===== src/sv/assert_macros.svh =====
// Assertion helpers shared by the RTL. Empty in synthesis builds.
`ifndef ASSERT_MACROS_SVH
`define ASSERT_MACROS_SVH

`ifndef SYNTHESIS

// prop must hold at every rising edge outside reset
`define PSLIM_ASSERT(lbl, clk, rst_n, prop) \
	lbl: assert property (@(posedge clk) disable iff (!rst_n) (prop)) \
		else $error("pslim assertion failed");

// cond must never be true outside reset
`define PSLIM_NEVER(lbl, clk, rst_n, cond) \
	lbl: assert property (@(posedge clk) disable iff (!rst_n) !(cond)) \
		else $error("pslim forbidden condition seen");

`else

`define PSLIM_ASSERT(lbl, clk, rst_n, prop)
`define PSLIM_NEVER(lbl, clk, rst_n, cond)

`endif

`endif


===== src/sv/pslim_pkg.sv =====
package pslim_pkg;

	localparam int PSLIM_BUCKETS = 256;
	localparam int PSLIM_WAYS    = 4;

	localparam int ADDR_W  = 32;
	localparam int COUNT_W = 16;
	localparam int CFG_IDX_W = 2;

	localparam logic [COUNT_W-1:0] COUNT_MAX = '1;

	localparam logic CMD_CONNECT    = 1'b0;
	localparam logic CMD_DISCONNECT = 1'b1;

	localparam logic [CFG_IDX_W-1:0] REG_MAX_TOTAL      = 2'd0;
	localparam logic [CFG_IDX_W-1:0] REG_MAX_PER_SOURCE = 2'd1;

	typedef enum logic [2:0] {
		VERDICT_ACCEPT  = 3'd0,
		VERDICT_TOTAL   = 3'd1,
		VERDICT_SOURCE  = 3'd2,
		VERDICT_FULL    = 3'd3,
		VERDICT_RELEASE = 3'd4,
		VERDICT_UNKNOWN = 3'd5
	} verdict_t;

	// one way of a bucket row
	typedef struct packed {
		logic               valid;
		logic [ADDR_W-1:0]  address;
		logic [COUNT_W-1:0] count;
	} slot_t;

	// decision for one event, from the check logic to the sequencer
	typedef struct packed {
		verdict_t           verdict;
		logic [COUNT_W-1:0] total;
		logic [COUNT_W-1:0] source;
		logic               wr;
	} decide_t;

endpackage


===== src/sv/pslim_decide.sv =====
// way match, limit checks and row update for one event
module pslim_decide #(
	parameter int WAYS = pslim_pkg::PSLIM_WAYS
) (
	input  pslim_pkg::slot_t [WAYS-1:0]          row_rd,
	input  logic                                 command,
	input  logic [pslim_pkg::ADDR_W-1:0]         address,
	input  logic [pslim_pkg::COUNT_W-1:0]        live_total,
	input  logic [pslim_pkg::COUNT_W-1:0]        max_total,
	input  logic [pslim_pkg::COUNT_W-1:0]        max_per_source,
	output pslim_pkg::slot_t [WAYS-1:0]          row_wr,
	output pslim_pkg::decide_t                   dec
);

	import pslim_pkg::*;

	localparam int WAY_W = (WAYS > 1) ? $clog2(WAYS) : 1;

	logic               hit_any, free_any;
	logic [WAY_W-1:0]   hit_idx, free_idx, sel_idx;
	logic [COUNT_W-1:0] cur;

	// lowest matching way and lowest free way
	always_comb begin
		hit_any  = 1'b0;
		free_any = 1'b0;
		hit_idx  = '0;
		free_idx = '0;
		for (int w = WAYS - 1; w >= 0; w--) begin
			if (row_rd[w].valid && row_rd[w].address == address) begin
				hit_any = 1'b1;
				hit_idx = WAY_W'(w);
			end
			if (!row_rd[w].valid) begin
				free_any = 1'b1;
				free_idx = WAY_W'(w);
			end
		end
	end

	assign cur     = hit_any ? row_rd[hit_idx].count : '0;
	assign sel_idx = hit_any ? hit_idx : free_idx;

	always_comb begin
		logic [COUNT_W-1:0] dec_cnt;
		row_wr      = row_rd;
		dec.verdict = VERDICT_ACCEPT;
		dec.total   = live_total;
		dec.source  = cur;
		dec.wr      = 1'b0;
		dec_cnt     = (cur != '0) ? cur - 1'b1 : '0;
		if (command == CMD_CONNECT) begin
			priority if (!hit_any && !free_any) begin
				dec.verdict = VERDICT_FULL;
			end else if (live_total == COUNT_MAX ||
			             (max_total != '0 && live_total >= max_total)) begin
				dec.verdict = VERDICT_TOTAL;
			end else if (cur == COUNT_MAX ||
			             (max_per_source != '0 && cur >= max_per_source)) begin
				dec.verdict = VERDICT_SOURCE;
			end else begin
				dec.verdict             = VERDICT_ACCEPT;
				dec.total               = live_total + 1'b1;
				dec.source              = cur + 1'b1;
				dec.wr                  = 1'b1;
				row_wr[sel_idx].valid   = 1'b1;
				row_wr[sel_idx].address = address;
				row_wr[sel_idx].count   = cur + 1'b1;
			end
		end else begin
			if (!hit_any) begin
				dec.verdict = VERDICT_UNKNOWN;
				dec.source  = '0;
			end else begin
				dec.verdict           = VERDICT_RELEASE;
				dec.total             = (live_total != '0) ? live_total - 1'b1 : '0;
				dec.source            = dec_cnt;
				dec.wr                = 1'b1;
				row_wr[hit_idx].count = dec_cnt;
				row_wr[hit_idx].valid = (dec_cnt != '0);
			end
		end
	end

endmodule

===== config.mk =====
export PLATFORM = sky130hd
export DESIGN_NAME = pslim_decide
export DESIGN_NICKNAME = d
export VERILOG_FILES = /design/src/sv/assert_macros.svh /design/src/sv/pslim_pkg.sv /design/src/sv/pslim_decide.sv
export SDC_FILE = /design/constraint.sdc
export NUM_CORES = 1
export LEC_CHECK = 0
export BUFFER_PORTS_ARGS = -buffer_cell sky130_fd_sc_hd__buf_4
export CAP_MARGIN = 40
export CORE_AREA = 2 2 196 198
export DETAILED_ROUTE_END_ITERATION = 8
export DIE_AREA = 0 0 198 200
export GPL_TIMING_DRIVEN = 0
export PLACE_DENSITY = 0.57
export SYNTH_ARGS = -nofsm -noshare
export SYNTH_HDL_FRONTEND = slang
export SYNTH_SLANG_ARGS = --single-unit

===== constraint.sdc =====
create_clock -name vclk -period 16.6
set_input_delay 0.83 -clock vclk [all_inputs]
set_output_delay 0.83 -clock vclk [all_outputs]
set_load 0.005 [all_outputs]

Word level (Yosys, flattened, before mapping)
Cells that the tools add are included.
W data, S select, Z words.
{"block": "classes", "addsub": 4, "mul": 0, "div": 0, "magnitude_cmp": 6, "n_eq_ne": 6, "shift": 0, "n_mux": 53, "bitwise_logic": 0, "n_reduce_logical": 18}
{"op": "$bwmux W196", "count": 5}
{"op": "$mux W196", "count": 5}
{"op": "$demux W49 S2", "count": 5}
{"op": "$eq A32 B32 Y1", "count": 4}
{"op": "$mux W16", "count": 8}
{"op": "$mux W33", "count": 3}
{"op": "$bmux W49 S2", "count": 1}
{"op": "$mux W49", "count": 2}
{"op": "$reduce_bool A16 Y1", "count": 5}
{"op": "$mux W48", "count": 1}
{"op": "$mux W36", "count": 1}
{"op": "$add A16 B1 Y16 const B", "count": 2}
{"op": "$eq A16 B16 Y1 const B", "count": 2}
{"op": "$ge A16 B16 Y1", "count": 2}
{"op": "$sub A16 B1 Y16 const B", "count": 2}
{"op": "$mux W2", "count": 11}
{"op": "$mux W1", "count": 10}
{"op": "$logic_and A1 B1 Y1", "count": 9}
{"op": "$lt A2 B3 Y1 const B", "count": 2}
{"op": "$ge A2 B1 Y1 const B", "count": 2}
{"op": "$mux W3", "count": 1}
{"op": "$logic_not A1 Y1", "count": 2}
{"op": "$logic_or A1 B1 Y1", "count": 2}
{"block": "word_totals", "regBits": 0, "latch_bits": 0, "ram_bits": 0, "mem_bits_ro": 0, "in_bits": 277, "out_inout_bits": 232, "word_cells": 87, "memories": 0}

Longest topological paths before layout
{"block": "logic_depth", "ltp_word": 18, "ltp_mapped": 27, "ltp_nobuf": 21}

Worst setup path before layout
OpenSTA, ideal clock, no wires.
{"block": "synth_path", "path_kind": "input port to output port", "start": "in address[20] (netlist name)", "end": "out row_wr[189] (netlist name)", "arrival_time_ns": 5.945, "t_required_ns": 15.770, "setup_slack_ns": 9.825, "stages": 23, "n_path_buf": 6, "path_cell_list": "buf_2 > xor2_1 > or4_1 > or3_1 > buf_6 > buf_6 > buf_6 > buf_6 > mux2_2 > mux2i_2 > ha_1 > nand2b_1 > a21o_1 > a21o_1 > a21oi_1 > nor2b_1 > o21ai_0 > a21oi_1 > o31ai_1 > a311oi_1 > nor3_2 > clkbuf_1 > mux2_2"}
{"element": "start: declaration", "line": "pslim_decide.sv:7", "rtl": "input logic [pslim_pkg::ADDR_W-1:0] address,"}
{"element": "end: declaration", "line": "pslim_decide.sv:11", "rtl": "output pslim_pkg::slot_t [WAYS-1:0] row_wr,"}

==> qor.yml <==
status: "finished clean"
gp_congestion: 0.969
final_cell_area_mm2: 0.0138
ant_nets: 0
path_max_fanout: 10
cap_violations: 0
grt_pass1_vias: 13700
drive_gt1_share_pct: 34.2
yosysUniqueCellTypes: 98
route.detailed.drc: 0
cts_hold_buf: 0
rows: 71
synth_warnings: 0
port_buffers: 476
syn_avg_cell_area_um2: 6.52
cp_common_cell: "buf_2"
synth_cells: 1452
wl_um: 73700
crit_required_ps: 15770
switching_power_mw: 0.193
dr.pass1.iters: 5
start_util_pct: 25.3
cts_setup_buffers: 0
min_period_ps: 9740
die-width_um: 198
worstPathArrival_ps: 8910
antenna_found_initial: 1
grt_usage_pct: 35.3
io-pin-count: 509
cts_resized: 0
endpoint_kind: "output port"
n_clock_buffer: 0
pwr-share-clk_pct: 0
die_h_um: 200
setup_violations: 0
layout_common_cells: "buf_4 (487), nand2_1 (237), nor2_1 (116), xnor2_1 (94), mux2_2 (74)"
powerDensity_mw_per_mm2: 25.4
viasPerCell: 5.79
dpl.hpwl_um: 63500
grt-ovfl-total: 0
comb_power_share_pct: 100.0
area_growth_pct: 45.8
cp-start-kind: "input port"
die-area_mm2: 0.0396
min_path_type: "in2out"
antenna_cells: 0
final_hold_viol_count: 0
tightestPinTransition_ps: 952
drt-wirelength-per-cell_um: 30.0
pwr-share-seq_pct: 0
peakVddDrop_uv: 17.3
rsz0062_at_grt: "false"
fin_setup_tns_ps: 0
grt_pass1_wl_um: 100000
internal_power_mw: 0.158
cpMaxStageDelayCell: "nor4_4"
timing.final.crit_share_pct: 58.7
p_leak_nw: 6.40
synth.cell_area_mm2: 0.00947
num_vias: 14200
placed_cell_area_mm2: 0.0138
grt_start_max_net_pins: 11
switching_share_pct: 55.0
ys_seq_area_share_pct: 0
slowest_delay_ps: 890
seq_cells: 0
slew_violations: 0
fmax_mhz: 103
core_area_mm2: 0.0374
slew_headroom_pct: 36.5
final_common_cell: "buf_4"
layout.area.seq_um2: 0
synthesis.nets: 1765
dr.first_iter.drc_count: 1439
path_class: "in2out"
final_nets: 2256
==> per-stage QoR <==
stage | worst slack (ps) | cells | hold slack (ps) | total power, mW | utilization [%]
3_5_place_dp | 7170 | 2452 | 1830 | 0.346 | 36.9
2_1_floorplan | 9830 | 1452 | 1710 | 0.143 | -
4_1_cts | 7160 | 2452 | 1830 | 0.347 | 36.9
3_3_place_gp | 6130 | 2439 | 1830 | 0.344 | 36.6
6_report | 6860 | 2452 | 1830 | 0.350 | 36.9
5_1_grt | 6800 | 2452 | 1830 | 0.367 | 36.9
==> kinds of logic after synthesis <==
family,Yosys count,synth area share [%]
buffers and inverters,179,8.87
adder cells (fa/ha/maj),36,4.76
AO/OA/AOI/OAI,307,22.9
multiplexers,117,13.9
XOR/XNOR,151,14.3
AND/OR/NAND/NOR,662,35.3
==> area by class of cell <==
class                           instances  area (um^2)
Timing Repair Buffer                  489         3680
Fill cell                            4128        23600
Multi-Input combinational cell       1273         8640
Inverter                               69          259
Tap cell                              511          639
Buffer                                110          581
==> Yosys cell counts (all sizes together), types with 7 or more instances <==
library cell    n  area, um^2
or4            10        82.6
o21ai          67         339
a22o           12         105
mux2          101        1140
ha             36         450
nor3b           7        57.6
or2             8        50.1
o22ai          12        75.1
mux2i          16         180
xnor2          98         888
nand2b         13        81.3
nor4           52         383
a22oi          13         103
a21o           22         165
clkbuf         50         188
buf            60         393
o31ai          11        87.6
a211oi         14         105
inv            69         259
nand3          42         220
o211ai         16         120
a21oi          46         241
and3           16         100
nor3           41         220
nand2         238         896
or3            14        87.6
a31oi          22         159
nand4          58         363
nor2          117         442
and4            8        70.1
a221o           7        70.1
and2           16         100
xor2           53         464
==> worst max-delay path: cells and delay by family <==
kind	cells	cell delay (ps)
XOR/XNOR	1	120
adder cells (fa/ha/maj)	1	290
buffers and inverters	7	2640
AO/OA/AOI/OAI	9	2090
AND/OR/NAND/NOR	8	2890
==> power by group through the flow <==
stage | Clock [mW] | Sequential [mW] | Combinational [mW]
after floorplan | 0 | 0 | 0.143
after global placement | 0 | 0 | 0.344
after detailed placement | 0 | 0 | 0.346
after CTS | 0 | 0 | 0.347
after global routing | 0 | 0 | 0.367
final | 0 | 0 | 0.350
==> routing by layer <==
layer  track usage, %  share of wire [%]  routed length, um  up-vias
li1                 -                  -                  -     6299
met4             16.0                5.3               3890        2
met5                0              0.018                 13        -
met1             41.3                 37              27600     6799
met2             62.9                 49              35800      941
met3             6.38                8.7               6410      166
==> final timing paths <==
path                        from     endpoint  slack (ps)  depth (start not counted)
worst max-delay path  address[2]  row_wr[113]        6860                         26
worst min-delay path     command      dec[35]        1830                          2
Power figures use the tool's default switching activity.
