--- src/sv/assert_macros.svh ---
// Assertion helpers shared by the RTL. Empty in synthesis builds.
`ifndef ASSERT_MACROS_SVH
`define ASSERT_MACROS_SVH

`ifndef SYNTHESIS

// prop must hold at every rising edge outside reset
`define PSLIM_ASSERT(lbl, clk, rst_n, prop) \
	lbl: assert property (@(posedge clk) disable iff (!rst_n) (prop)) \
		else $error("pslim assertion failed");

// cond must never be true outside reset
`define PSLIM_NEVER(lbl, clk, rst_n, cond) \
	lbl: assert property (@(posedge clk) disable iff (!rst_n) !(cond)) \
		else $error("pslim forbidden condition seen");

`else

`define PSLIM_ASSERT(lbl, clk, rst_n, prop)
`define PSLIM_NEVER(lbl, clk, rst_n, cond)

`endif

`endif

--- src/sv/pslim_ram.sv ---
module pslim_ram #(
	parameter int WIDTH = 8,
	parameter int DEPTH = 16
) (
	input  logic                     clk,
	input  logic                     we,
	input  logic [$clog2(DEPTH)-1:0] waddr,
	input  logic [WIDTH-1:0]         wdata,
	input  logic                     re,
	input  logic [$clog2(DEPTH)-1:0] raddr,
	output logic [WIDTH-1:0]         rdata
);

	logic [WIDTH-1:0] mem [DEPTH];
	logic [WIDTH-1:0] rdata_q;

	always_ff @(posedge clk) begin
		if (we) begin
			mem[waddr] <= wdata;
		end
		if (re) begin
			rdata_q <= mem[raddr];
		end
	end

	assign rdata = rdata_q;

endmodule

--- config.mk ---
export PLATFORM = sky130hd
export DESIGN_NAME = pslim_ram
export DESIGN_NICKNAME = d
export VERILOG_FILES = /design/src/sv/assert_macros.svh /design/src/sv/pslim_ram.sv
export SDC_FILE = /design/constraint.sdc
export NUM_CORES = 1
export LEC_CHECK = 0
export BUFFER_PORTS_ARGS = -buffer_cell sky130_fd_sc_hd__buf_2
export CAP_MARGIN = 0
export CORE_ASPECT_RATIO = 1.1
export CORE_UTILIZATION = 50
export DETAILED_ROUTE_END_ITERATION = 10
export MAX_ROUTING_LAYER = met4
export PLACE_DENSITY = 0.67
export SKIP_LAST_GASP = 1
export SYNTH_ARGS = -nofsm -noshare
export SYNTH_HDL_FRONTEND = slang
export SYNTH_SLANG_ARGS = --single-unit
--- constraint.sdc ---
create_clock -name clk -period 1.75 [get_ports clk]
set_input_delay 0.0875 -clock clk [delete_from_list [all_inputs] [get_ports clk]]
set_output_delay 0.0875 -clock clk [all_outputs]
set_load 0.05 [all_outputs]
# Word-level counts from Yosys, hierarchy flattened

Memory sizes are Yosys's and may differ from the RTL's. A register that Yosys moved wholly into a read port is not among the register bits.
Cells that the tools add are included.

Logic and storage cells: 3
Memory bits (writable): 128
Input bits: 19
Memories kept: 1
Register bits after elaboration: 0
Output and inout port bits: 8

Memories:

| name | words | width | rd ports | clocked after memory_dff | wr ports | RTL line        | source |
|---|---|---|---|---|---|---|---|
| mem  | 16    | 8     | 1        | 1                        | 1        | pslim_ram.sv:14 | `logic [WIDTH-1:0] mem [DEPTH];` |

Multiplexer cells: 2

Operator list:

| operator          | number |
|---|---|
| two-way mux 1 bit | 2 |

# Longest topological paths before layout

Gate-level depths: netlist of run 1.

Depth after elaboration: 2
Depth in mapped cells: 5
Gate-level depth less buffers: 3

# Worst setup path before layout of run 1

OpenSTA, ideal clock, no wires.

Path kind: input-to-reg
Start point: input waddr[2]
End point: memory mem[0][0], enable pin
Data required time: 1,367 ps
Library setup time: 383 ps
Buffers on the path: 0
Cell stages on the path: 2
Path slack: 170 ps
Arrival: 1,197 ps
Path through: or3b_2 > nor3_1

RTL lines:

| item        | RTL line        | source |
|---|---|---|
| from (decl) | pslim_ram.sv:7  | `input logic [$clog2(DEPTH)-1:0] waddr,` |
| to (decl)   | pslim_ram.sv:14 |  |

No word-level cell before the write port.

==> summary.md, run 1 <==
| Metric | Value |
|---|---|
| Xor/xnor share of the synthesized area | `0%` |
| Setup tns final | `0 ns` |
| Mapped cell area | `5228 um^2` |
| Maximum operating frequency | `667.9 MHz` |
| First-pass GRT wire length | `14750 um` |
| Finished Layout Cells | `449` |
| Nets | `316` |
| Pre-CTS setup slack | `0.1059 ns` |
| FF-to-FF End | `rdata[2]` |
| Row count | `38` |
| Gr ovfl total | `0` |
| DP Cell Count | `409` |
| Seq/Total Area, Yosys | `78.12%` |
| Final clock skew | `0.007100 ns` |
| M1 WL | `4085 um` |
| Final Hold Fails | `0` |
| Worst path max stage delay | `0.51 ns` |
| Slew at the pin with the worst max-slew slack | `0.4687 ns` |
| Largest family of logic cells by synthesized area | `multiplexers` |
| Syn Area/Cell | `22.83 um^2` |
| Vias in the first global route | `2566` |
| H-tree level count | `4` |
| Final Worst Setup Slack | `0.2527 ns` |
| CTS buffer count | `17` |
| Total Power | `7.140 mW` |
| Slowest cell on crit path | `mux4_1` |
| Maximum fanout along the worst path | `1` |
| Uppermost layer routed | `met4` |
| Worst skew pair latency | `0.52 ns` |
| Synth Area in Compound Gates | `2.298%` |
| CP startpoint | `mem[1][2]` |
| Most common cell after layout, fill and taps aside | `edfxtp_1` |
| HP Class | `in -> reg` |
| Post-synth cell types | `18` |
| Crit path arrival time | `1.76 ns` |
| WS Path Type | `reg -> reg` |
| CP startpoint kind | `flip-flop` |
| Initial Utilization | `52.11%` |
| Most frequent cells in the layout | `edfxtp_1, buf_2, buf_4` |
| Metal3 WL | `546 um` |
| Synth Register Bits | `136` |
| Simple-Gate Fraction of Synth Area | `3.135%` |
| I/O pins | `27` |
| Clock root cell | `clkbuf_8` |
| DRC viols | `0` |
| GRT Total Usage | `20.42%` |
| Hold path endpoint | `mem[0][3]` |
| Synth Net Count | `248` |
| Antenna cells | `0` |
| Ordered list of cells on the worst path | `mux4_1 > a22oi_1 > nand2_1` |
| R2r startpoint | `mem[1][2]` |
| Crit. End Element | `flip-flop` |
| Reg clk slew, reported paths | `0.06 ns` |
| Post-CTS setup buffer count | `0` |
| Largest net degree at the start of global routing | `33` |
| Hold Path Depth | `3` |
| Resized cells post-CTS | `0` |
| I/O Buffers | `26` |
| Final setup fails | `0` |
| Slew Viols, Final | `0` |
| Leakage | `2.130 nW` |
| Clock buffer depth | `2` |
| Outcome | `complete, no violations` |
| RSZ-0062 raised after global routing | `false` |
| Vias post-DR | `2480` |
| Tcrit/Tclk final | `85.56%` |
| First-pass DRT Iterations | `4` |
| Fill cells | `709` |
| R2R cell count | `3` |
| Post-Route WL | `9553 um` |
| Yosys warnings | `0` |
| Die area | `10870 um^2` |
| Mapped Cells | `229` |
| Share of layout cells above drive strength 1 | `30.42%` |
| Sink Count | `136` |
| Post-DP HPWL | `6039 um` |
| Initial antenna violation count | `0` |
| CP required | `2.01 ns` |
| Hold WS | `0.1280 ns` |
| Post-Synth Adder-Cell Area | `0%` |
| Met2 WL | `4729 um` |
| Number of max-cap violations | `0` |
| Power per standard cell area | `1143 nW/um^2` |
| Area growth syn-to-layout | `19.53%` |
| Post-synthesis mux area share | `14.79%` |
| Cts hold-fix bufs | `9` |
| Initial DRC Count | `207` |
| Min Tclk post-route | `1.497 ns` |
| Die width | `99.49 um` |
| Hold Crit Start | `waddr[0]` |
| FF-to-FF setup slack | `0.25 ns` |
| GPL Wtd Cong | `0.7724` |
| Maximum vdd drop | `511.2 uV` |
| WL/cell | `21.28 um` |
| Core Region | `10030 um^2` |
| Die height | `109.2 um` |
| Vias per inst | `5.523` |
| TritonCTS clock tree | `yes` |
| Relative slew margins | `68.75%` |
| Post-route antenna net violation count | `0` |
cell type report:
cell class                 instances  area (um^2)  area share, %
sequential                       136         4084          65.36
multi-input combinational         83         1057          16.92
clock buffer                      18        417.9          6.688
tap                              140        175.2          2.803
timing repair buffer              59        425.4          6.808
clock inverter                    13        88.84          1.422
per-stage QoR:
step / instance area, um^2 / utilization (%)
after global placement: 5652 / 56.34
after detailed placement: 5652 / 56.34
final: 6248 / 62.28
after CTS: 6248 / 62.28
after floorplan: 5228 / -
after global routing: 6248 / 62.28
power by group:
group          switching [mW]  internal [mW]
Clock                    1.22           1.83
Sequential             0.0168           3.67
Combinational           0.244          0.162
registers in the layout (all words and copies together) (netlist names):
signal  cells
rdata       8
mem       128
per-layer routing:
metal,vias to the layer above,global-route usage (%)
met5,-,-
met4,0,9.349
met3,16,5.577
met2,86,30.80
met1,1263,26.21
li1,1115,-
worst max-delay path: cells and delay by family (launching register included):
kind / cells / cell delay, ns
AOI/OAI and AO/OA: 1 / 0.29
and+or+nand+nor: 1 / 0.10
DFF: 1 / 0.35
muxes: 1 / 0.51
cells in the mapped netlist:
cell / number / share of area [%]
edfxtp_1: 136 / 78
mux4_2: 18 / 7.8
a22oi_1: 16 / 2.3
mux4_1: 14 / 7.0
nor2_1: 13 / 0.93
nand2_1: 9 / 0.65
nor3_1: 4 / 0.38
buf_2: 3 / 0.29
buf_6: 3 / 0.65
clkdlybuf4s25_2: 3 / 0.57
nand2b_1: 2 / 0.24
nand3b_1: 2 / 0.29
and2_1: 1 / 0.12
and2b_1: 1 / 0.14
buf_4: 1 / 0.14
nand3_1: 1 / 0.096
nor2b_1: 1 / 0.12
or3b_2: 1 / 0.17
worst max-delay path by stage:
stage	depth (start not counted)	end	slack (ns)
floorplan	2	mem[0][0]	0.17
detailed placement	5	rdata[2]	0.11
global route	3	rdata[3]	0.18
global placement	5	rdata[2]	0.12
finish	3	rdata[2]	0.25
CTS	3	rdata[2]	0.25
cell families (layout without fill, tap and decap cells):
| kind of cell | after synthesis | after routing |
|---|---|---|
| AO/OA/AOI/OAI | 16 | 16 |
| flip-flops | 136 | 136 |
| buffers and inverters | 10 | 90 |
| multiplexers | 32 | 32 |
| AND/OR/NAND/NOR | 35 | 35 |
Power figures use the tool's default switching activity.
==> run 2, diff against run 1 <==
==> constraint.sdc (replaced) <==
create_clock -name clk -period 1.4 [get_ports clk]
set_input_delay 0.07 -clock clk [delete_from_list [all_inputs] [get_ports clk]]
set_output_delay 0.07 -clock clk [all_outputs]
set_load 0.05 [all_outputs]
==> run 2 against run 1 <==
  * Hold slack got worse by 0.0073 ns
  * Register-to-register slack got worse by 0.24 ns
  * Non-clock buffer count stayed put
  * Cell count grew 0.22%
  * Fmax grew 8.0%
  * Combinational power grew 33%
  * Critical path type unchanged
==> summary.md, run 2 (synthesis gave the netlist of run 1 again) <==
| Metric | Value |
|---|---|
| Outcome | `complete, no violations` |
| Relative slew margins | `41.66% (-27 points)` |
| Post-CTS setup buffer count | `0 (unchanged)` |
| Die height | `109.2 um (unchanged)` |
| Total internal power | `7.508 mW (+33%)` |
| RSZ-0062 raised after global routing | `true` |
| Power per standard cell area | `1478 nW/um^2 (+29%)` |
| Maximum vdd drop | `1116 uV (+120%)` |
| Switching share of total power | `19.96% (-0.72 points)` |
| CTS buffer count | `17 (unchanged)` |
| Slew at the pin with the worst max-slew slack | `0.8719 ns (+0.4033 ns)` |
| Most frequent cells in the layout | `edfxtp_1, mux4_2, buf_2` |
| Tcrit/Tclk final | `99.00% (+13 points)` |
| H-tree level count | `4 (unchanged)` |
| CP startpoint kind | `flip-flop` |
| GPL Wtd Cong | `0.7561 (-2.1%)` |
| Post-DP HPWL | `6208 um (+2.8%)` |
| Slew Viols, Final | `0 (unchanged)` |
| HP Class | `in -> reg` |
| Clock Power Share | `45.1% (+2.4 points)` |
| Final clock skew | `0.005898 ns (-0.001202 ns)` |
| Post-Route WL | `9475 um (-0.82%)` |
| Sink Count | `136 (unchanged)` |
| Core Region | `10030 um^2 (unchanged)` |
| Ordered list of cells on the worst path | `mux4_2 > a22oi_2 > nand2_1` |
| Leakage | `2.124 nW (-0.27%)` |
| TritonCTS clock tree | `yes` |
| CP required | `1.66 ns (-0.35 ns)` |
| Crit path arrival time | `1.64 ns (-0.12 ns)` |
| Design area | `6349 um^2 (+1.6%)` |
| First-pass DRT Iterations | `4 (unchanged)` |
| Comb power frac | `5.7% (about the same)` |
| Maximum operating frequency | `721.5 MHz (+8.0%)` |
| I/O pins | `27 (unchanged)` |
| Die area | `10870 um^2 (unchanged)` |
| Crit. End Element | `flip-flop` |
| Most common cell after layout, fill and taps aside | `edfxtp_1` |
| Share of layout cells above drive strength 1 | `38.71% (+8.3 points)` |
| Worst skew pair latency | `0.51 ns (about the same)` |
| R2R cell count | `3 (unchanged)` |
| Hold WS | `0.1207 ns (-0.007306 ns)` |
| Clock root cell | `clkbuf_8` |
| Nets | `316 (unchanged)` |
| WS Path Type | `reg -> reg` |
| I/O Buffers | `26 (unchanged)` |
| GRT Total Usage | `20.39% (-0.035 points)` |
| Area occupied by multi-input gates | `1062 um^2 (+0.47%)` |
| Setup tns final | `0 ns (unchanged)` |
| Seq pwr share | `49.2% (-2.5 points)` |
| Vias post-DR | `2455 (-1.0%)` |
| Min Tclk post-route | `1.386 ns (-0.1113 ns)` |
| Final Hold Fails | `0 (unchanged)` |
| Die width | `99.49 um (unchanged)` |
| Row count | `38 (unchanged)` |
| Vias in the first global route | `2584 (+0.70%)` |
| Largest net degree at the start of global routing | `18 (-45%)` |
| Gr ovfl total | `0 (unchanged)` |
| WL/cell | `21.06 um (-1.0%)` |
| DRC viols | `0 (unchanged)` |
| DP Area | `5682 um^2 (+0.53%)` |
| Post-route antenna net violation count | `0 (unchanged)` |
| Register bank with the most flops | `mem` |
| Vias per inst | `5.456 (-1.2%)` |
| Initial Utilization | `52.11% (unchanged)` |
| Fill cells | `680 (-4.1%)` |
| Antenna cells | `0 (unchanged)` |
| Worst path max stage delay | `0.50 ns (about the same)` |
| Maximum fanout along the worst path | `1 (unchanged)` |
| Initial DRC Count | `198 (-4.3%)` |
| Number of flip-flops in the largest register | `128 (unchanged)` |
| Reg clk slew, reported paths | `0.06 ns (about the same)` |
| First-pass GRT wire length | `14630 um (-0.84%)` |
| Number of max-cap violations | `0 (unchanged)` |
| Slowest cell on crit path | `mux4_2` |
| Area growth syn-to-layout | `21.45%` |
| Initial antenna violation count | `0 (unchanged)` |
| Total Power | `9.380 mW (+31%)` |
| Register area | `4084 um^2 (unchanged)` |
| Hold Path Depth | `3 (unchanged)` |
| Clock buffer depth | `2 (unchanged)` |
| P_sw | `1.873 mW (+27%)` |
| Final setup fails | `0 (unchanged)` |
## run 2: stage by stage
step | cells | worst slack, ns | util, %
4_1_cts | 450 | -0.01663 | 63.31
5_1_grt | 450 | -0.03672 | 63.28
3_5_place_dp | 409 | -0.1911 | 56.64
3_3_place_gp | 409 | -0.1825 | 56.64
2_1_floorplan | 229 | 0.04759 | -
6_report | 450 | 0.01393 | 63.28
## run 2: cell type report
class,count,area share (%)
Tap cell,140,2.759
Clock inverter,13,2.444
Sequential cell,136,64.33
Multi-Input combinational cell,83,16.73
Timing Repair Buffer,59,7.095
Clock buffer,19,6.642
## run 2: power groups by stage
stage / logic (mW) / registers, mW / clock network, mW
after floorplan: 0.232 / 4.76 / 0
after global placement: 0.490 / 4.69 / 0
after detailed placement: 0.499 / 4.70 / 0
after CTS: 0.535 / 4.61 / 4.30
after global routing: 0.579 / 4.62 / 4.46
final: 0.539 / 4.61 / 4.23
## run 2: worst paths after layout
kind,from,end,slack [ns]
setup reg to reg,mem[3][7],rdata[7],0.01
setup / recovery,mem[3][7],rdata[7],0.01
hold reg to reg,mem[14][5],rdata[5],0.74
hold / removal,waddr[0],mem[0][2],0.12
## run 2: worst max-delay path, delay by kind of cell, from the launching register on
kind               cells  cell delay [ns]
and+or+nand+nor        1             0.07
DFF                    1             0.36
muxes                  1             0.50
AOI/OAI and AO/OA      1             0.21
## run 2: metal layers
layer	up-vias	wire length (um)	track usage, %
met5	-	0	-
met4	0	110	8.403
li1	1111	-	-
met1	1258	4138	26.22
met3	9	452	5.256
met2	77	4774	31.40
## run 2: timing repair
action | CTS | global route
hold buffers | 9 | 0
resized for setup | 11 | 10
pin swaps | 5 | 4
endpoints found under the setup margin | 8 | 8
endpoints found under the hold margin | 136 | 0
