==> src/sv/assert_macros.svh <==
// Assertion helpers shared by the RTL. Empty in synthesis builds.
`ifndef ASSERT_MACROS_SVH
`define ASSERT_MACROS_SVH

`ifndef SYNTHESIS

// prop must hold at every rising edge outside reset
`define PSLIM_ASSERT(lbl, clk, rst_n, prop) \
	lbl: assert property (@(posedge clk) disable iff (!rst_n) (prop)) \
		else $error("pslim assertion failed");

// cond must never be true outside reset
`define PSLIM_NEVER(lbl, clk, rst_n, cond) \
	lbl: assert property (@(posedge clk) disable iff (!rst_n) !(cond)) \
		else $error("pslim forbidden condition seen");

`else

`define PSLIM_ASSERT(lbl, clk, rst_n, prop)
`define PSLIM_NEVER(lbl, clk, rst_n, cond)

`endif

`endif

==> src/sv/pslim_pkg.sv <==
package pslim_pkg;

	localparam int PSLIM_BUCKETS = 256;
	localparam int PSLIM_WAYS    = 4;

	localparam int ADDR_W  = 32;
	localparam int COUNT_W = 16;
	localparam int CFG_IDX_W = 2;

	localparam logic [COUNT_W-1:0] COUNT_MAX = '1;

	localparam logic CMD_CONNECT    = 1'b0;
	localparam logic CMD_DISCONNECT = 1'b1;

	localparam logic [CFG_IDX_W-1:0] REG_MAX_TOTAL      = 2'd0;
	localparam logic [CFG_IDX_W-1:0] REG_MAX_PER_SOURCE = 2'd1;

	typedef enum logic [2:0] {
		VERDICT_ACCEPT  = 3'd0,
		VERDICT_TOTAL   = 3'd1,
		VERDICT_SOURCE  = 3'd2,
		VERDICT_FULL    = 3'd3,
		VERDICT_RELEASE = 3'd4,
		VERDICT_UNKNOWN = 3'd5
	} verdict_t;

	// one way of a bucket row
	typedef struct packed {
		logic               valid;
		logic [ADDR_W-1:0]  address;
		logic [COUNT_W-1:0] count;
	} slot_t;

	// decision for one event, from the check logic to the sequencer
	typedef struct packed {
		verdict_t           verdict;
		logic [COUNT_W-1:0] total;
		logic [COUNT_W-1:0] source;
		logic               wr;
	} decide_t;

endpackage

==> src/sv/pslim_bucket_map.sv <==
// bucket = address mod BUCKETS
// power of two: mask, ready in the cycle after start
// otherwise: 8 restoring remainder steps per cycle, one address byte at a time
module pslim_bucket_map #(
	parameter int BUCKETS = pslim_pkg::PSLIM_BUCKETS
) (
	input  logic                          clk,
	input  logic                          arst_n,
	input  logic                          start,
	input  logic [pslim_pkg::ADDR_W-1:0]  address,
	output logic                          done,
	output logic [$clog2(BUCKETS)-1:0]    bucket
);

	import pslim_pkg::*;

	localparam int  BKT_W   = $clog2(BUCKETS);
	localparam bit  IS_POW2 = (BUCKETS & (BUCKETS - 1)) == 0;
	localparam int  DIGIT_W = 8;
	localparam int  STEPS   = ADDR_W / DIGIT_W;
	localparam int  STEP_W  = $clog2(STEPS + 1);

	logic [BKT_W-1:0] rem_q;
	logic             done_q;

	generate
		if (IS_POW2) begin : g_mask
			always_ff @(posedge clk or negedge arst_n) begin
				if (!arst_n) begin
					done_q <= 1'b0;
				end else if (start) begin
					done_q <= 1'b1;
				end
			end

			always_ff @(posedge clk) begin
				if (start) begin
					rem_q <= address[BKT_W-1:0];
				end
			end
		end else begin : g_fold
			logic [ADDR_W-1:0] word_q;
			logic [STEP_W-1:0] left_q;
			logic [BKT_W-1:0]  rem_next;

			// fold one byte into the running remainder, msb first
			always_comb begin
				logic [BKT_W:0] t;
				rem_next = rem_q;
				for (int i = DIGIT_W - 1; i >= 0; i--) begin
					t = {rem_next, word_q[ADDR_W-DIGIT_W+i]};
					if (t >= (BKT_W+1)'(BUCKETS)) begin
						t = t - (BKT_W+1)'(BUCKETS);
					end
					rem_next = t[BKT_W-1:0];
				end
			end

			always_ff @(posedge clk or negedge arst_n) begin
				if (!arst_n) begin
					done_q <= 1'b0;
					left_q <= '0;
				end else if (start) begin
					done_q <= 1'b0;
					left_q <= STEP_W'(STEPS);
				end else if (left_q != '0) begin
					left_q <= left_q - 1'b1;
					done_q <= (left_q == STEP_W'(1));
				end
			end

			always_ff @(posedge clk) begin
				if (start) begin
					rem_q  <= '0;
					word_q <= address;
				end else if (left_q != '0) begin
					rem_q  <= rem_next;
					word_q <= word_q << DIGIT_W;
				end
			end
		end
	endgenerate

	assign done   = done_q;
	assign bucket = rem_q;

endmodule

==> config.mk <==
export PLATFORM = sky130hd
export DESIGN_NAME = pslim_bucket_map
export DESIGN_NICKNAME = d
export VERILOG_FILES = /design/src/sv/assert_macros.svh /design/src/sv/pslim_pkg.sv /design/src/sv/pslim_bucket_map.sv
export SDC_FILE = /design/constraint.sdc
export NUM_CORES = 1
export LEC_CHECK = 0
export ABC_AREA = 1
export BUFFER_PORTS_ARGS = -buffer_cell sky130_fd_sc_hd__buf_2
export CAP_MARGIN = 20
export CORE_AREA = 2 2 39 41
export CTS_CLUSTER_DIAMETER = 30
export DETAILED_ROUTE_END_ITERATION = 10
export DIE_AREA = 0 0 41 43
export PLACE_DENSITY = 0.71
export SYNTH_ARGS = -nofsm -noshare
export SYNTH_HDL_FRONTEND = slang
export SYNTH_SLANG_ARGS = --single-unit
==> constraint.sdc <==
create_clock -name clk -period 0.85 [get_ports clk]
set_input_delay 0.085 -clock clk [delete_from_list [all_inputs] [get_ports clk]]
set_output_delay 0.085 -clock clk [all_outputs]
set_load 0.005 [all_outputs]
Yosys cells after proc, flatten, opt, wreduce, memory -nomap -nowiden:

Index checks and enable logic that the tools add are counted.

* shifts and indexed selects: 0
* bitwise logic cells: 0
* magnitude comparators: 0
* reductions and logical operators: 0
* $mul: 0
* divide/modulo/power cells: 0
* multiplexer cells: 0
* add/sub/neg operators: 0
* equality and inequality tests: 0

* output and inout port bits: 9
* memory bits (read-only): 0
* bits in latches: 0
* RAM bits: 0
* register bits: 9
* memories: 0

Logic depth before layout (Yosys ltp):

Gate-level depths: netlist of run 1.

* depth after elaboration: 0
* mapped depth: 2

Worst setup path after synthesis of run 1:

OpenSTA, ideal clock, no wires.

* path kind: reg2reg
* from: reg done (netlist name)
* to: reg done_q, in the netlist done
* cell stages (with the launch flop): 3
* slack: 0.285 ns
* buffers on the path: 0
* library setup time: 0.116 ns
* arrival time: 0.449 ns
* cells stage by stage: dfrtp_1 -> inv_1 -> nand2_1

RTL lines
* end signal: assignment: RTL line pslim_bucket_map.sv:30 `done_q <= 1'b0;`
* end signal: assignment: RTL line pslim_bucket_map.sv:32 `done_q <= 1'b1;`
* end: declaration: RTL line pslim_bucket_map.sv:24 `logic done_q;`

Final worst setup path of run 1:

* from: reg rem_q[6], in the netlist bucket[6]
* to: out bucket[6]

RTL lines
* start: declaration: RTL line pslim_bucket_map.sv:23 `logic [BKT_W-1:0] rem_q;`
* start signal: assignment: RTL line pslim_bucket_map.sv:38 `rem_q <= address[BKT_W-1:0];`
* end: declaration: RTL line pslim_bucket_map.sv:12 `output logic [$clog2(BUCKETS)-1:0] bucket`

No word-level cell between the ends.

==> impl_metrics.csv, run 1 <==
group,metric,value,unit
global_routing,grt_max_degree,10,
critical_path,r2r_setup_slack,170,ps
power,p_leak,0.000204,uW
floorplan,die-area,0.00176,mm2
logic_synthesis,synthAdderAreaFrac,0,
critical_path,path_buf_inv,1,
timing,min_period_over_period,0.996,
clock_network,cts.clk_slew.worst_paths,60,ps
power,ir_drop,0.631,mV
global_routing,overflow,0,
critical_path,cp_max_fo,1,
place,gp_congestion,0.688,
timing,min_period,846,ps
logic_synthesis,syn_inst,12,
clock_network,cts_buffers,3,
timing,tightestPinTransition,192,ps
floorplan,rows,14,
routing,via_per_inst,3.65,
power,pwr_density_cell,2040,mW/mm2
routing,drt_iter0_markers,2,
clock_network,root_buffer,"clkbuf_4",
logic_synthesis,synthMuxAreaShare,0,
critical_path,crit_arrival,760,ps
power,fin_total_pwr,909,uW
logic_synthesis,yosysTopAreaCellShare,0.869,
place,io_buffers,19,
logic_synthesis,yosys-top-cells-count,"8 x edfxtp_1, 2 x inv_1, 1 x dfrtp_1, 1 x nand2_1",
routing,postRouteAntennaNets,0,
critical_path,crit_chain,"buf_2",
global_routing,grt_pass1_vias,187,
timing,clock-skew-final,0,ps
logic_synthesis,ys.flop_type,"edfxtp_1",
logic_synthesis,synth_xor_area_frac,0,
logic_synthesis,synth_top_family_by_area,"buffers and inverters",
global_routing,antenna_found_initial,0,
min_path,holdPathEnd,"bucket[4]$_DFFE_PP_",
critical_path,rr_startpoint,"done$_DFFE_PN0P_",
routing,num_vias,197,
job,maxCapViolations,0,
routing,wl_per_cell,10.1,um
floorplan,die_h,43,um
routing,routed_wirelength,544,um
logic_synthesis,async_flop_share,0.111,
timing,maxSlewHeadroom,0.872,
logic_synthesis,yosysSeqAreaShare,0.959,
global_routing,grt_usage,0.0725,
logic_synthesis,synthTopCellsByArea,"edfxtp_1 87%, dfrtp_1 9.0%, inv_1 2.7%",
critical_path,slowest_stage,"edfxtp_1",
timing,finalSetupTns,0,ps
critical_path,path_class,"reg2out",
logic_synthesis,yosysWarnings,0,
critical_path,reg2reg_to,"done$_DFFE_PN0P_",
min_path,hold_class,"in2reg",
logic_synthesis,synth_nets,47,
cells_and_area,diodes,0,
global_routing,grt_pass1_wl,765,um
cells_and_area,layout.nets,74,
critical_path,critPathTopFamily,"flip-flops",
place,pre_cts_ws,242,ps
floorplan,dieWidth,41,um
critical_path,cp-end-kind,"output pin",
timing,fmax,1180,MHz
min_path,hold_depth,1,
floorplan,io-pin-count,44,
floorplan,start_util,0.200,
logic_synthesis,synth_seq_cells,9,
timing,rsz0062_at_grt,"yes",
critical_path,cp-start-kind,"flop",
routing,firstDrtPassIters,2,
logic_synthesis,yosys.area_share.simple,0.0136,
logic_synthesis,yosysTopAreaCell,"edfxtp_1",
critical_path,cp_slowest_stage_delay,370,ps
timing,setup_viol,0,
routing,drc,0,
clock_network,cts_resized,0,
cells_and_area,layout-drive-gt1-share,0.605,
critical_path,required,760,ps
logic_synthesis,synth_most_common_cell,"edfxtp_1",
logic_synthesis,synth_edf_count,8,
clock_network,clk_latency,250,ps
timing,finalWorstSetupSlack,3.65,ps
logic_synthesis,ys_types,4,
min_path,hp-start,"address[4]",
clock_network,cts_tree,"yes",
clock_network,clkSinkCount,9,
timing,finalMaxSlewViolations,0,
floorplan,core,0.00138,mm2
clock_network,htreeDepth,1,
outcome,run_status,"finished, final reports clean",
logic_synthesis,synth_compound_area_frac,0,
logic_synthesis,syn_area,277,um2
clock_network,cts_buffer_depth,2,
cells_and_area,areaGrowthSynthToFinish,61.1,%
timing,hold_viol,0,
logic_synthesis,avgSynthCellArea,23.0,um2
critical_path,reg2reg_depth,3,
## worst max path at each step
| stage | start | to | slack (ps) | cells past startpoint |
|---|---|---|---|---|
| 2_1_floorplan | done$_DFFE_PN0P_ | done$_DFFE_PN0P_ | 280 | 2 |
| 6_report | bucket[6]$_DFFE_PP_ | bucket[6] | 4 | 1 |
| 3_3_place_gp | start | bucket[0]$_DFFE_PP_ | 260 | 1 |
| 3_5_place_dp | start | bucket[0]$_DFFE_PP_ | 240 | 1 |
| 5_1_grt | bucket[4]$_DFFE_PP_ | bucket[4] | -30 | 1 |
| 4_1_cts | bucket[2]$_DFFE_PP_ | bucket[2] | -10 | 1 |
## what timing repair did
| action | 4_1_cts | 5_1_grt |
|---|---|---|
| hold buffers | 2 | 0 |
| endpoints found under the hold margin | 2 | 0 |
| endpoints found under the setup margin | 4 | 9 |
| buffers inserted | 1 | 0 |
## routing by layer
| metal | global-route usage | vias to the layer above | share of wire |
|---|---|---|---|
| li1 | - | 95 | - |
| met1 | 0.109 | 82 | 0.49 |
| met2 | 0.0750 | 20 | 0.32 |
| met3 | 0.0314 | 0 | 0.19 |
| met4 | 0.0600 | 0 | 0 |
| met5 | 0 | - | 0 |
## registers in the layout, summed over array words and instances, names as in the netlist
| name | count |
|---|---|
| done | 1 |
| bucket | 8 |
## stage by stage
step | utilization | cell area [um2] | instances | hold WS, ps
final | 0.322 | 445 | 54 | 11.5
after global routing | 0.322 | 445 | 54 | 0.511
after CTS | 0.322 | 445 | 54 | 3.30
after detailed placement | 0.283 | 392 | 47 | -138
after global placement | 0.283 | 392 | 47 | -139
after floorplan | - | 277 | 12 | -211
## cells by family after synthesis
kind of cell / after synthesis
buf+inv: 2
flops: 9
simple gates: 1
## power by group
| group | total, uW | internal [uW] | switching (uW) |
|---|---|---|---|
| registers | 524 | 517 | 7.35 |
| clock network | 315 | 180 | 135 |
| logic | 70.6 | 41.0 | 29.6 |
| total | 909 | 737 | 172 |
## layout make-up
class	count	area [um2]
inverter	2	7.51
timing repair buffer	22	123
fill	142	938
clock buffer	4	26.3
tap	16	20.0
sequential	9	265
multi-input combinational	1	3.75
## layout by cell type (no fill, tap or decap)
cell type,instances
buf_2,19
buf_4,1
clkbuf_1,1
clkbuf_4,3
dfrtp_1,1
dlygate4sd3_1,2
edfxtp_1,8
inv_1,2
nand2_1,1
(Power assumes the default switching activity.)
==> run 2: changes to the inputs <==
BUFFER_PORTS_ARGS = default   (was -buffer_cell sky130_fd_sc_hd__buf_2)
CTS_CLUSTER_SIZE = 28   (was default)
DONT_BUFFER_PORTS = 1   (was default)
PLACE_DENSITY = 0.43   (was 0.71)
==> run 2 against run 1 <==
Against the previous run:
- the run now ends with hold timing left
- routed wire length is 9.2% lower
- non-clock buffer count shrank 12
- clock power is 1% lower
- fmax grew 12%
- setup slack better by 94 ps
- sequential share of layout area rose by 3.2 points
- critical endpoint is now bucket[0]
- largest power group unchanged
- highest routed layer unchanged
==> impl_metrics.csv, run 2 (synthesis results as in run 1) <==
group,metric,value,unit
routing,routed_wirelength,494,um
timing,min_period_over_period,0.886,
routing,firstDrtPassIters,1,
cells_and_area,largest_register_ff_count,8,
floorplan,rows,14,
floorplan,start_util,0.200,
global_routing,grt_max_degree,10,
job,maxCapViolations,0,
global_routing,overflow,0,
power,pwr-share-comb,0.042,
cells_and_area,final_util,0.306,
floorplan,io-pin-count,44,
floorplan,dieWidth,41,um
critical_path,required,760,ps
clock_network,root_buffer,"clkbuf_4",
power,p_sw,154,uW
clock_network,clkSinkCount,9,
cells_and_area,areaGrowthSynthToFinish,52.9,%
power,power_frac_seq,0.605,
timing,whs,-60.8,ps
clock_network,hold_buffers,10,
power,pwr_density_cell,2090,mW/mm2
timing,fmax,1330,MHz
clock_network,cts_buffers,3,
power,ir_drop,0.989,mV
cells_and_area,final_cell_mix,"10 x dlygate4sd3_1, 8 x edfxtp_1, 3 x clkbuf_4",
critical_path,cp-start-kind,"flop",
global_routing,antenna_found_initial,0,
power,p_leak,0.000160,uW
global_routing,grt_pass1_wl,655,um
clock_network,cts_tree,"yes",
outcome,violations,"hold timing",
timing,finalMaxSlewViolations,0,
clock_network,cts.clk_slew.worst_paths,60,ps
clock_network,clk_latency,250,ps
routing,drt_iter0_markers,0,
timing,rsz0062_at_grt,"no",
critical_path,path_class,"reg2out",
timing,setup_viol,0,
cells_and_area,diodes,0,
routing,drc,0,
routing,postRouteAntennaNets,0,
power,power.internal,729,uW
floorplan,core,0.00138,mm2
cells_and_area,layout.nets,62,
floorplan,die-area,0.00176,mm2
min_path,hold_class,"in2reg",
place,gp_congestion,0.555,
cells_and_area,n_fill_cell,144,
critical_path,cp-end-kind,"output pin",
timing,clock-skew-final,0,ps
clock_network,htreeDepth,1,
place,io_buffers,0,
floorplan,die_h,43,um
timing,tightestPinTransition,118,ps
critical_path,r2r_setup_slack,220,ps
power,swShare,0.174,
power,pwr-share-clk,0.353,
clock_network,cts_buffer_depth,2,
timing,min_period,753,ps
critical_path,cp_max_fo,1,
outcome,run_status,"complete, but fails checks",
global_routing,grt_pass1_vias,173,
timing,hold_viol,8,
global_routing,grt_usage,0.0638,
cells_and_area,layout_commonest_cell,"dlygate4sd3_1",
critical_path,crit_arrival,670,ps
timing,maxSlewHeadroom,0.922,
cells_and_area,layout-drive-gt1-share,0.115,
timing,finalSetupTns,0,ps
routing,num_vias,163,
routing,wl_per_cell,11.8,um
routing,via_per_inst,3.88,
[run 2: per-layer routing]
layer | global-route usage | up-vias | part of all wire
met5 | 0 | - | 0
met2 | 0.0906 | 20 | 0.42
met4 | 0 | 0 | 0
li1 | - | 70 | -
met3 | 0.0942 | 0 | 0.17
met1 | 0.0530 | 73 | 0.41
[run 2: final timing paths]
kind	start	cells past startpoint	endpoint
worst max-delay path	bucket[0]$_DFFE_PP_	0	bucket[0]
worst min-delay path	start	0	bucket[3]$_DFFE_PP_
worst max register to register	done$_DFFE_PN0P_	2	done$_DFFE_PN0P_
worst min register to register	done$_DFFE_PN0P_	2	done$_DFFE_PN0P_
max in group asynchronous	arst_n	1	done$_DFFE_PN0P_
min in group asynchronous	arst_n	1	done$_DFFE_PN0P_
[run 2: power by group through the flow]
stage / registers (uW) / clock network (uW) / logic [uW]
2_1_floorplan: 538 / 0 / 0.845
3_3_place_gp: 543 / 0 / 0.894
3_5_place_dp: 543 / 0 / 0.870
4_1_cts: 535 / 324 / 37.7
5_1_grt: 539 / 354 / 39.8
6_report: 534 / 311 / 37.1
[run 2: what timing repair did]
| action | CTS | global route |
|---|---|---|
| hold endpoints to repair | 18 | 8 |
| setup buffers | 0 | 0 |
| gates resized for setup | 0 | 0 |
[run 2: stage by stage]
stage	worst slack [ps]	hold slack, ps	instances	area (um2)	power, uW
after global routing	71.7	-79.9	42	423	933
after floorplan	285	-211	12	277	539
after CTS	93.1	-68.7	42	423	897
after global placement	264	-211	28	297	544
after detailed placement	243	-211	28	297	544
final	97.2	-60.8	42	423	882
[run 2: layout make-up]
cell class	count	area, um2	area share
sequential	9	265	0.627
timing repair buffer	10	100	0.237
clock buffer	4	26.3	0.0621
tap	16	20.0	0.0473
inverter	2	7.51	0.0178
multi-input combinational	1	3.75	0.00888
==> run 3: changes to the inputs <==
ABC_AREA = default   (was 1)
CAP_MARGIN = 25   (was 20)
PLACE_DENSITY = 0.42   (was 0.43)
==> run 3 against run 2 <==
Against the previous run:
- the run still ends with hold timing left
- utilization is 1.1 points lower
- global-route usage down 0.10 points
- via count decreased by 13%
- critical endpoint is now bucket[3]
- largest power group unchanged
==> impl_metrics.csv, run 3 <==
group,metric,value,unit
outcome,run_status,"complete, but fails checks",
outcome,violations,"hold timing",
timing,rsz0062_at_grt,"no",
cells_and_area,final_util,0.295,
critical_path,crit_arrival,640,ps
cells_and_area,layout.nets,59,
floorplan,start_util,0.196,
clock_network,cts_buffers,3,
clock_network,clk_latency,250,ps
power,ir_drop,0.926,mV
logic_synthesis,avgSynthCellArea,27.2,um2
timing,min_period_over_period,0.855,
timing,finalMaxSlewViolations,0,
cells_and_area,final_cell_mix,"9 x dlygate4sd3_1, 8 x edfxtp_1, 3 x clkbuf_4",
timing,min_period,727,ps
timing,setup_viol,0,
clock_network,post_cts_buffers,0,
timing,tightestPinTransition,95.0,ps
power,pwr-share-clk,0.351,
global_routing,grt_usage,0.0628,
logic_synthesis,yosysSeqAreaShare,0.977,
timing,fmax,1380,MHz
clock_network,cts_tree,"yes",
routing,num_vias,142,
logic_synthesis,yosys-top-cells-count,"8 x edfxtp_1, 1 x dfrtp_1, 1 x or2_1",
power,pwr-share-comb,0.037,
logic_synthesis,synth_nets,45,
logic_synthesis,ys_types,3,
timing,clock-skew-final,0,ps
power,swShare,0.168,
logic_synthesis,ys.flop_type,"edfxtp_1",
routing,via_per_inst,3.64,
timing,finalWorstSetupSlack,123,ps
logic_synthesis,synth_most_common_cell,"edfxtp_1",
routing,drt_iter0_markers,0,
logic_synthesis,syn_inst,10,
cells_and_area,n_fill_cell,143,
global_routing,antenna_found_initial,0,
place,pre_cts_ws,128,ps
clock_network,clkSinkCount,9,
clock_network,cts_resized,0,
global_routing,grt_pass1_vias,158,
timing,finalSetupTns,0,ps
floorplan,rows,14,
global_routing,overflow,0,
cells_and_area,layout_commonest_cell,"dlygate4sd3_1",
global_routing,grt_pass1_wl,579,um
floorplan,die-area,0.00176,mm2
clock_network,hold_buffers,9,
power,p_leak,0.000140,uW
critical_path,path_class,"reg2out",
clock_network,htreeDepth,1,
logic_synthesis,synth_seq_cells,9,
logic_synthesis,syn_area,272,um2
timing,maxSlewHeadroom,0.937,
routing,wl_per_cell,10.6,um
critical_path,cp-end-kind,"output pin",
clock_network,cts.clk_slew.worst_paths,50,ps
critical_path,cp_max_fo,1,
clock_network,root_buffer,"clkbuf_4",
logic_synthesis,async_flop_share,0.111,
cells_and_area,areaGrowthSynthToFinish,50.2,%
logic_synthesis,yosysTopAreaCell,"edfxtp_1",
clock_network,cts_buffer_depth,2,
power,pwr_density_cell,2140,mW/mm2
floorplan,dieWidth,41,um
logic_synthesis,synth_edf_count,8,
cells_and_area,largest_register_ff_count,8,
place,gp_congestion,0.488,
power,power.internal,725,uW
logic_synthesis,yosysTopAreaCellShare,0.885,
timing,hold_viol,9,
floorplan,io-pin-count,44,
critical_path,cp-start-kind,"flop",
min_path,hold_class,"in2reg",
cells_and_area,layout-drive-gt1-share,0.130,
job,maxCapViolations,0,
timing,whs,-60.6,ps
floorplan,die_h,43,um
routing,drc,0,
routing,postRouteAntennaNets,0,
place,placed_area,292,um2
critical_path,required,760,ps
place,io_buffers,0,
logic_synthesis,synthTopCellsByArea,"edfxtp_1 88%, dfrtp_1 9.2%, or2_1 2.3%",
global_routing,grt_max_degree,10,
power,power_frac_seq,0.611,
routing,firstDrtPassIters,1,
power,p_sw,146,uW
floorplan,core,0.00138,mm2
cells_and_area,stdcell_area,408,um2
routing,routed_wirelength,414,um
cells_and_area,diodes,0,
logic_synthesis,yosysWarnings,0,
[run 3: cell types whose count changed after synthesis, sizes merged]
cell,delta
or2,+1
nand2,-1
inv,-2
[run 3: final cells by class]
type | instances | area [um2] | share of cell area
flip-flops and latches | 9 | 265 | 0.650
repair buffers | 9 | 90.1 | 0.221
clock buffers | 4 | 26.3 | 0.0644
well taps | 16 | 20.0 | 0.0491
multi-input cells | 1 | 6.26 | 0.0153
[run 3: cell families after synthesis]
group            Yosys count  share of synthesized area
DFF                        9                      0.977
and+or+nand+nor            1                     0.0231
[run 3: per-layer routing]
layer  share of wire  track usage
met3            0.15       0.0942
met5               0            0
met2            0.46       0.0813
met1            0.39       0.0397
met4               0       0.0400
[run 3: worst paths after layout]
| kind | startpoint | end | slack, ps | cells after the start |
|---|---|---|---|---|
| setup / recovery | bucket[3]$_DFFE_PP_ | bucket[3] | 120 | 0 |
| hold / removal | start | done$_DFFE_PN0P_ | -60 | 1 |
| setup reg to reg | done$_DFFE_PN0P_ | done$_DFFE_PN0P_ | 120 | 1 |
| hold reg to reg | done$_DFFE_PN0P_ | done$_DFFE_PN0P_ | 490 | 1 |
| max in group asynchronous | arst_n | done$_DFFE_PN0P_ | 710 | 1 |
| min in group asynchronous | arst_n | done$_DFFE_PN0P_ | 40 | 1 |
[run 3: through the flow]
stage / power [uW] / std cells / hold slack (ps)
2_1_floorplan: 538 / 10 / -211
3_3_place_gp: 543 / 26 / -211
3_5_place_dp: 542 / 26 / -211
4_1_cts: 892 / 39 / -71.0
5_1_grt: 928 / 39 / -84.1
6_report: 871 / 39 / -60.6
[run 3: power groups by stage]
stage	sequential, uW	clock, uW	combinational (uW)
global route	539	354	35.0
floorplan	538	0	0.0212
global placement	543	0	0.0213
detailed placement	542	0	0.0213
CTS	534	325	33.0
finish	533	306	32.7
